==> config.mk <==
export PLATFORM = sky130hd
export DESIGN_NAME = postfix_stack_evaluator_core
export DESIGN_NICKNAME = d
export VERILOG_FILES = /design/src/rtl/pse_pkg.sv /design/src/rtl/pse_ram.sv /design/src/rtl/pse_div.sv /design/src/rtl/postfix_stack_evaluator_core.sv
export SDC_FILE = /design/constraint.sdc
export NUM_CORES = 2
export LEC_CHECK = 0
export ABC_CLOCK_PERIOD_IN_PS = 8200
export BUFFER_PORTS_ARGS = -buffer_cell sky130_fd_sc_hd__buf_4
export CAP_MARGIN = 5
export CORE_MARGIN = 4
export CORE_UTILIZATION = 60
export CTS_BUF_LIST = sky130_fd_sc_hd__clkbuf_2
export DETAILED_ROUTE_END_ITERATION = 8
export HOLD_SLACK_MARGIN = 0.05
export PLACE_DENSITY = 0.79
export SYNTH_ARGS = -nofsm -noshare
export SYNTH_HDL_FRONTEND = slang
export SYNTH_SLANG_ARGS = --single-unit
==> constraint.sdc <==
create_clock -name clk -period 8.2 [get_ports clk]
set_input_delay 0.82 -clock clk [delete_from_list [all_inputs] [get_ports clk]]
set_output_delay 0.82 -clock clk [all_outputs]
set_load 0.02 [all_outputs]
==> src/rtl/pse_pkg.sv <==
package pse_pkg;

    // operand stack geometry
    localparam int STACK_DEPTH = 16;
    localparam int ADDR_W      = (STACK_DEPTH > 1) ? $clog2(STACK_DEPTH) : 1;
    localparam int CNT_W       = $clog2(STACK_DEPTH + 1);
    localparam int DATA_W      = 32;

    // character codes
    localparam logic [7:0] SYM_ZERO  = 8'h30;
    localparam logic [7:0] SYM_NINE  = 8'h39;
    localparam logic [7:0] SYM_PLUS  = 8'h2b;
    localparam logic [7:0] SYM_MINUS = 8'h2d;
    localparam logic [7:0] SYM_MUL   = 8'h2a;
    localparam logic [7:0] SYM_DIV   = 8'h2f;

    typedef enum logic [2:0] {
        ERR_NONE      = 3'd0,
        ERR_UNDERFLOW = 3'd1,
        ERR_DIVZERO   = 3'd2,
        ERR_EMPTY     = 3'd3,
        ERR_OVERFLOW  = 3'd4
    } status_t;

    typedef enum logic [2:0] {
        ST_IDLE,
        ST_DECODE,
        ST_RD_LEFT,
        ST_EXEC,
        ST_DIV,
        ST_FINAL,
        ST_RESULT
    } state_t;

    typedef struct packed {
        logic [7:0] symbol;
        logic       last;
    } req_t;

    typedef struct packed {
        logic signed [31:0] value;
        logic [2:0]         status;
    } rsp_t;

    // divider request from the sequencer
    typedef struct packed {
        logic              start;
        logic [DATA_W-1:0] num;
        logic [DATA_W-1:0] den;
    } div_req_t;

endpackage

==> src/rtl/pse_ram.sv <==
module pse_ram #(
    parameter int WIDTH = 32,
    parameter int DEPTH = 16
) (
    input  logic                                   clk,
    input  logic                                   we,
    input  logic [((DEPTH > 1) ? $clog2(DEPTH) : 1)-1:0] waddr,
    input  logic [WIDTH-1:0]                       wdata,
    input  logic                                   re,
    input  logic [((DEPTH > 1) ? $clog2(DEPTH) : 1)-1:0] raddr,
    output logic [WIDTH-1:0]                       rdata
);

    logic [WIDTH-1:0] mem [DEPTH];

    always_ff @(posedge clk)
    begin
        if (we)
        begin
            mem[waddr] <= wdata;
        end
        if (re)
        begin
            rdata <= mem[raddr];
        end
    end

endmodule

==> src/rtl/pse_div.sv <==
module pse_div
    import pse_pkg::*;
(
    input  logic              clk,
    input  logic              rst_n,
    input  div_req_t          req,
    output logic              done,
    output logic [DATA_W-1:0] quo
);

    localparam int ITER_W = $clog2(DATA_W + 1);

    logic [ITER_W-1:0] iter_reg, iter_next;
    logic              busy_reg, busy_next;
    logic              done_reg, done_next;
    logic              neg_reg, neg_next;
    logic [DATA_W-1:0] rem_reg, rem_next;
    logic [DATA_W-1:0] q_reg, q_next;
    logic [DATA_W-1:0] dmag_reg, dmag_next;
    logic [DATA_W:0]   shifted;
    logic [DATA_W:0]   trial;

    // one quotient bit per cycle, restoring
    always_comb
    begin
        iter_next = iter_reg;
        busy_next = busy_reg;
        done_next = 1'b0;
        neg_next  = neg_reg;
        rem_next  = rem_reg;
        q_next    = q_reg;
        dmag_next = dmag_reg;
        shifted   = {rem_reg, q_reg[DATA_W-1]};
        trial     = shifted - {1'b0, dmag_reg};
        if (req.start)
        begin
            neg_next  = req.num[DATA_W-1] ^ req.den[DATA_W-1];
            q_next    = req.num[DATA_W-1] ? (~req.num + 1'b1) : req.num;
            dmag_next = req.den[DATA_W-1] ? (~req.den + 1'b1) : req.den;
            rem_next  = '0;
            iter_next = ITER_W'(DATA_W);
            busy_next = 1'b1;
        end
        else if (busy_reg)
        begin
            if (!trial[DATA_W])
            begin
                rem_next = trial[DATA_W-1:0];
                q_next   = {q_reg[DATA_W-2:0], 1'b1};
            end
            else
            begin
                rem_next = shifted[DATA_W-1:0];
                q_next   = {q_reg[DATA_W-2:0], 1'b0};
            end
            iter_next = iter_reg - 1'b1;
            if (iter_reg == ITER_W'(1))
            begin
                busy_next = 1'b0;
                done_next = 1'b1;
            end
        end
    end

    always_ff @(posedge clk or negedge rst_n)
    begin
        if (!rst_n)
        begin
            busy_reg <= 1'b0;
            done_reg <= 1'b0;
            iter_reg <= '0;
        end
        else
        begin
            busy_reg <= busy_next;
            done_reg <= done_next;
            iter_reg <= iter_next;
        end
    end

    always_ff @(posedge clk)
    begin
        neg_reg  <= neg_next;
        rem_reg  <= rem_next;
        q_reg    <= q_next;
        dmag_reg <= dmag_next;
    end

    assign done = done_reg;
    assign quo  = neg_reg ? (~q_reg + 1'b1) : q_reg;

endmodule

==> src/rtl/postfix_stack_evaluator_core.sv <==
// Postfix (reverse Polish) expression evaluator. One ASCII character enters per item: a digit
// pushes 0..9 on an operand stack of STACK_DEPTH 32-bit entries held in a single-port-read
// synchronous RAM; + - * / pop the right then the left operand and push the wrapping 32-bit
// result (division truncates toward zero, most negative / -1 wraps); any other character is
// ignored. The item marked last produces one result item: the top of the stack with status 0,
// or value -1 with status 1 operand underflow, 2 divide by zero, 3 empty at end, 4 stack
// overflow. The first error sticks and later characters are skipped until the last item, after
// which stack and error clear. Items are taken one at a time: a digit or ignored character is
// handled in the decode state, + - * make two stack reads and one write back, / reads both
// operands too and takes the quotient from a restoring divider that makes one bit per cycle;
// the last item reads the top of stack into the output register, waiting while an earlier
// result still sits there stalled. A finished result waits in that register while the next
// item is already being taken.
module postfix_stack_evaluator_core
    import pse_pkg::*;
(
    input  logic clk,
    input  logic rst_n,
    input  logic req_valid,
    output logic req_stall,
    input  req_t req_data,
    output logic rsp_valid,
    input  logic rsp_stall,
    output rsp_t rsp_data
);

    state_t            state_reg, state_next;
    logic [CNT_W-1:0]  cnt_reg, cnt_next;
    status_t           err_reg, err_next;
    logic [7:0]        sym_reg;
    logic              last_reg;
    logic [DATA_W-1:0] right_reg;
    logic              rsp_valid_reg, rsp_valid_next;
    rsp_t              rsp_data_reg, rsp_data_next;

    // stack ram control
    logic              ram_we;
    logic [ADDR_W-1:0] ram_waddr;
    logic [DATA_W-1:0] ram_wdata;
    logic              ram_re;
    logic [ADDR_W-1:0] ram_raddr;
    logic [DATA_W-1:0] ram_rdata;

    // divider
    div_req_t          div_req;
    logic              div_done;
    logic [DATA_W-1:0] div_quo;

    logic [CNT_W-1:0]  cnt_m1;
    logic [CNT_W-1:0]  cnt_m2;
    logic              is_digit;
    logic              is_op;
    logic [DATA_W-1:0] alu_res;
    logic              accept;

    assign cnt_m1   = cnt_reg - CNT_W'(1);
    assign cnt_m2   = cnt_reg - CNT_W'(2);
    assign is_digit = (sym_reg >= SYM_ZERO) && (sym_reg <= SYM_NINE);
    assign is_op    = (sym_reg == SYM_PLUS) || (sym_reg == SYM_MINUS) ||
                      (sym_reg == SYM_MUL) || (sym_reg == SYM_DIV);
    assign accept   = req_valid && !req_stall;

    // left operand comes straight from the ram read register
    always_comb
    begin
        case (sym_reg)
            SYM_PLUS:  alu_res = ram_rdata + right_reg;
            SYM_MINUS: alu_res = ram_rdata - right_reg;
            default:   alu_res = ram_rdata * right_reg;
        endcase
    end

    // sequencer: read, modify, write back one stack entry at a time
    always_comb
    begin
        logic item_done;
        item_done      = 1'b0;
        state_next     = state_reg;
        cnt_next       = cnt_reg;
        err_next       = err_reg;
        ram_we         = 1'b0;
        ram_waddr      = cnt_reg[ADDR_W-1:0];
        ram_wdata      = DATA_W'(sym_reg - SYM_ZERO);
        ram_re         = 1'b0;
        ram_raddr      = cnt_m1[ADDR_W-1:0];
        div_req.start  = 1'b0;
        div_req.num    = ram_rdata;
        div_req.den    = right_reg;
        rsp_valid_next = rsp_valid_reg && rsp_stall;
        rsp_data_next  = rsp_data_reg;

        case (state_reg)
            ST_IDLE:
            begin
                if (req_valid)
                begin
                    state_next = ST_DECODE;
                end
            end
            ST_DECODE:
            begin
                if (err_reg != ERR_NONE)
                begin
                    // sticky error: skip until the last item
                    item_done = 1'b1;
                end
                else if (is_digit)
                begin
                    if (cnt_reg == CNT_W'(STACK_DEPTH))
                    begin
                        err_next = ERR_OVERFLOW;
                    end
                    else
                    begin
                        ram_we   = 1'b1;
                        cnt_next = cnt_reg + CNT_W'(1);
                    end
                    item_done = 1'b1;
                end
                else if (is_op)
                begin
                    if (cnt_reg < CNT_W'(2))
                    begin
                        err_next  = ERR_UNDERFLOW;
                        item_done = 1'b1;
                    end
                    else
                    begin
                        // fetch the right operand
                        ram_re     = 1'b1;
                        state_next = ST_RD_LEFT;
                    end
                end
                else
                begin
                    item_done = 1'b1;
                end
            end
            ST_RD_LEFT:
            begin
                ram_re     = 1'b1;
                ram_raddr  = cnt_m2[ADDR_W-1:0];
                state_next = ST_EXEC;
            end
            ST_EXEC:
            begin
                if (sym_reg == SYM_DIV)
                begin
                    if (right_reg == '0)
                    begin
                        // both operands are consumed
                        err_next  = ERR_DIVZERO;
                        cnt_next  = cnt_m2;
                        item_done = 1'b1;
                    end
                    else
                    begin
                        div_req.start = 1'b1;
                        state_next    = ST_DIV;
                    end
                end
                else
                begin
                    ram_we    = 1'b1;
                    ram_waddr = cnt_m2[ADDR_W-1:0];
                    ram_wdata = alu_res;
                    cnt_next  = cnt_m1;
                    item_done = 1'b1;
                end
            end
            ST_DIV:
            begin
                if (div_done)
                begin
                    ram_we    = 1'b1;
                    ram_waddr = cnt_m2[ADDR_W-1:0];
                    ram_wdata = div_quo;
                    cnt_next  = cnt_m1;
                    item_done = 1'b1;
                end
            end
            ST_FINAL:
            begin
                // read top of stack when the result needs it
                if ((err_reg == ERR_NONE) && (cnt_reg != '0))
                begin
                    ram_re = 1'b1;
                end
                state_next = ST_RESULT;
            end
            ST_RESULT:
            begin
                if (!rsp_valid_reg || !rsp_stall)
                begin
                    rsp_valid_next = 1'b1;
                    if (err_reg != ERR_NONE)
                    begin
                        rsp_data_next.value  = '1;
                        rsp_data_next.status = err_reg;
                    end
                    else if (cnt_reg == '0)
                    begin
                        rsp_data_next.value  = '1;
                        rsp_data_next.status = ERR_EMPTY;
                    end
                    else
                    begin
                        rsp_data_next.value  = ram_rdata;
                        rsp_data_next.status = ERR_NONE;
                    end
                    cnt_next   = '0;
                    err_next   = ERR_NONE;
                    state_next = ST_IDLE;
                end
            end
            default:
            begin
                state_next = ST_IDLE;
            end
        endcase

        if (item_done)
        begin
            state_next = last_reg ? ST_FINAL : ST_IDLE;
        end
    end

    always_ff @(posedge clk or negedge rst_n)
    begin
        if (!rst_n)
        begin
            state_reg     <= ST_IDLE;
            cnt_reg       <= '0;
            err_reg       <= ERR_NONE;
            rsp_valid_reg <= 1'b0;
        end
        else
        begin
            state_reg     <= state_next;
            cnt_reg       <= cnt_next;
            err_reg       <= err_next;
            rsp_valid_reg <= rsp_valid_next;
        end
    end

    // payload registers
    always_ff @(posedge clk)
    begin
        if (accept)
        begin
            sym_reg  <= req_data.symbol;
            last_reg <= req_data.last;
        end
        if (state_reg == ST_RD_LEFT)
        begin
            right_reg <= ram_rdata;
        end
        rsp_data_reg <= rsp_data_next;
    end

    assign req_stall = (state_reg != ST_IDLE);
    assign rsp_valid = rsp_valid_reg;
    assign rsp_data  = rsp_data_reg;

    pse_ram #(
        .WIDTH (DATA_W),
        .DEPTH (STACK_DEPTH)
    ) u_stack (
        .clk   (clk),
        .we    (ram_we),
        .waddr (ram_waddr),
        .wdata (ram_wdata),
        .re    (ram_re),
        .raddr (ram_raddr),
        .rdata (ram_rdata)
    );

    pse_div u_div (
        .clk   (clk),
        .rst_n (rst_n),
        .req   (div_req),
        .done  (div_done),
        .quo   (div_quo)
    );

    // stack count stays within the ram
    a_cnt_range: assert property (@(posedge clk) disable iff (!rst_n)
        cnt_reg <= CNT_W'(STACK_DEPTH))
        else $error("stack count beyond depth");

    // no read and write of the stack in the same cycle
    a_ram_excl: assert property (@(posedge clk) disable iff (!rst_n)
        !(ram_we && ram_re))
        else $error("stack read and write overlap");

    // a quotient only arrives while the sequencer waits for it
    a_div_state: assert property (@(posedge clk) disable iff (!rst_n)
        div_done |-> (state_reg == ST_DIV))
        else $error("divider done outside divide state");

    // a delivered result leaves the stack cleared
    a_clear: assert property (@(posedge clk) disable iff (!rst_n)
        ((state_reg == ST_RESULT) && (!rsp_valid_reg || !rsp_stall))
        |=> ((cnt_reg == '0) && (err_reg == ERR_NONE) && rsp_valid_reg))
        else $error("stack not cleared after result");

endmodule
==> results.yml <==
critical_path:
  end_kind: "register"
  r2r_start: "u_stack.rdata[16]"
  startpoint_type: "register"
  cp.depth: 24
  crit_arrival_ns: 9.06
  cp.required_ns: 9.28
  critPathTopFamily: "adder cells"
  timing.rr.end: "u_stack.mem[15][30]"
  worst-path-buf-inv: 5
  crit_chain: "and2_1 > fa_1 > inv_1 > fa_1 > fa_1 > fa_1 > inv_1 > fa_1 > inv_1 > fa_1 > inv_1 > fa_1 > fa_1 > ha_1 > and4_1 > buf_4 > nand4_1 > nor3_1 > nor2_1 > o21ai_1 > a31oi_1 > xor2_1 > nand3_1 > a211o_1"
  max_stage_delay_ns: 0.56
  reg2regPathDepth: 24
  cp_slowest_cell: "fa_1"
  r2r_slack_ns: 0.21
  startpoint: "u_stack.rdata[16]"
  critPathKind: "register to register"
  worst_path_most_repeated_cell: "fa_1"
  crit_fanout: 16
yosys:
  synthTopCellsByArea: "edfxtp_1 41%, fa_1 16%, mux4_2 5.7%"
  netlist.area_leader.share: 0.408
  synth_commonest_cells: "685 x edfxtp_1, 443 x inv_1, 410 x fa_1"
  yosys_warnings: 0
  synthFlopType: "edfxtp_1"
  ys_seq_elements: 737
  syn-num-nets: 4872
  synth_cell_types: 82
  synth_edf_count: 685
  synthCells: 4247
  syn-mean-instance-area_um2: 11.9
  seq_area_frac_synth: 0.430
  async_reset_ff_frac: 0.0271
  yosys.area.top_type: "edfxtp_1"
  yosysMostFrequentCell: "edfxtp_1"
  netlist_area_um2: 50500
timing:
  period_share: 0.974
  rsz0062_at_grt: "false"
  post-route-min-period_ns: 7.99
  fmax_mhz: 125
  relSlewSlack: 0.0904
  setup_viol_count_final: 0
  finalHoldViolations: 0
  setup_tns_ns: 0
  worst_slew_pin_slew_ns: 1.36
  fin_skew_ns: 0.130
  maxSlewViolCount: 0
finish:
  final_area_um2: 54600
  multi_input_area_um2: 26400
  layout-drive-gt1-share: 0.148
  fillerInstances: 6228
  nets: 5036
  areaGrowthSynthToFinish_pct: 8.25
  ff_latch_area_um2: 21700
  largest_register_ff_count: 512
clock_tree:
  cts-buffers-inserted: 177
  htree_levels: 4
  cts_tree: "built"
  cts_root_buf: "clkbuf_2"
  clkTransAtPathRegs_ns: 0.12
  clock_path_buffers: 3
  clk_latency_ns: 1.47
  clkSinkCount: 737
run:
  drv_cap: 0
hold_path:
  worstHoldStart: "req_valid"
  worstHoldEndpoint: "state_reg[0]"
  whs_path_depth: 5
  hold_class: "input pin to register"
placement:
  placed_area_um2: 52700
  place_congestion: 0.992
  dp_hpwl_um: 96000
  io_buffers: 49
detailed_routing:
  wl_per_cell_um: 24.4
  via_per_inst: 6.15
  routed_wl_um: 137000
  drc: 0
  drt_iter0_drc: 3879
  ant_nets: 0
  dr.pass1.iters: 6
  num_vias: 34600
floorplan:
  die_h_um: 298
  coreArea_um2: 83600
  initial_core_util: 0.604
  io_pins: 50
  die-area_um2: 88800
  fp-row-count: 106
  die_w_um: 298
global_routing:
  busiest_layer: "met2"
  overflow: 0
  first_global_vias: 35200
  use_met2: 0.491
  grt_max_degree: 123
  use_met3: 0.0752
  antenna_found_initial: 5
  grt_pass1_wl_um: 210000
  grt_util_met1: 0.424
  grt_use_total: 0.314
run_status:
  outcome: "finished clean"
-- tightest hold or removal path, delay by kind of cell --
| kind | cells | cell delay [ns] |
|---|---|---|
| buf+inv | 2 | 0.67 |
| compound gates | 2 | 0.19 |
| simple gates | 1 | 0.09 |
-- cell usage in the layout (no fill, tap or decap), drive strengths merged, types with 65 or more instances in the layout --
master	netlist	routed
inv	446	451
xor2	126	126
xnor2	135	135
and2	310	310
nand2	407	407
buf	32	210
edfxtp	685	685
ha	202	202
mux4	128	128
clkbuf	216	251
or3	65	65
a21oi	173	173
fa	410	410
o21ai	174	174
nor2	127	127
-- layer usage --
layer  wire [µm]  part of all wire
met5          14           0.00010
met4        6520             0.047
met3       14800              0.11
met2       64100              0.47
met1       52000              0.38
-- worst max-delay path by stage --
| stage | to | slack [ns] |
|---|---|---|
| floorplan | u_stack.mem[0][27] | 0.63 |
| global placement | u_stack.mem[8][27] | 0.32 |
| detailed placement | u_stack.mem[10][27] | 0.14 |
| CTS | u_stack.mem[0][27] | 0.06 |
| global route | u_stack.mem[9][30] | 0.02 |
| finish | u_stack.mem[15][30] | 0.21 |
-- through the flow --
step	util	hold WS [ns]	worst slack, ns	cells
floorplan	-	0.424	0.630	4247
detailed placement	0.631	0.488	0.142	5288
CTS	0.653	0.218	0.0575	5621
global route	0.654	0.328	0.0229	5628
global placement	0.631	0.490	0.321	5288
finish	0.654	0.405	0.212	5632
-- layout make-up --
class	count	area share
Multi-Input combinational cell	2816	0.483
Sequential cell	737	0.397
Timing Repair Buffer	233	0.0340
Inverter	446	0.0306
Tap cell	1080	0.0247
Clock buffer	251	0.0230
Clock inverter	59	0.00664
Antenna cell	10	0.000458
-- cells by family after synthesis --
group | share of synthesized area
flip-flops | 0.430
multiplexers | 0.0667
AND/OR/NAND/NOR | 0.116
buffers and inverters | 0.0519
XOR/XNOR | 0.0453
adder cells (fa/ha/maj) | 0.213
AO/OA/AOI/OAI | 0.0767
-- repair_timing --
action / in CTS / in global routing
resized for setup: 0 / 8
endpoints found under the setup margin: 0 / 80
buffers inserted: 0 / 1
hold buffers: 23 / 0
endpoints found under the hold margin: 78 / 0
Power is left out: the tool's default activity adds up to more than one toggle a clock period on the data nets, which glitch-free logic cannot reach.
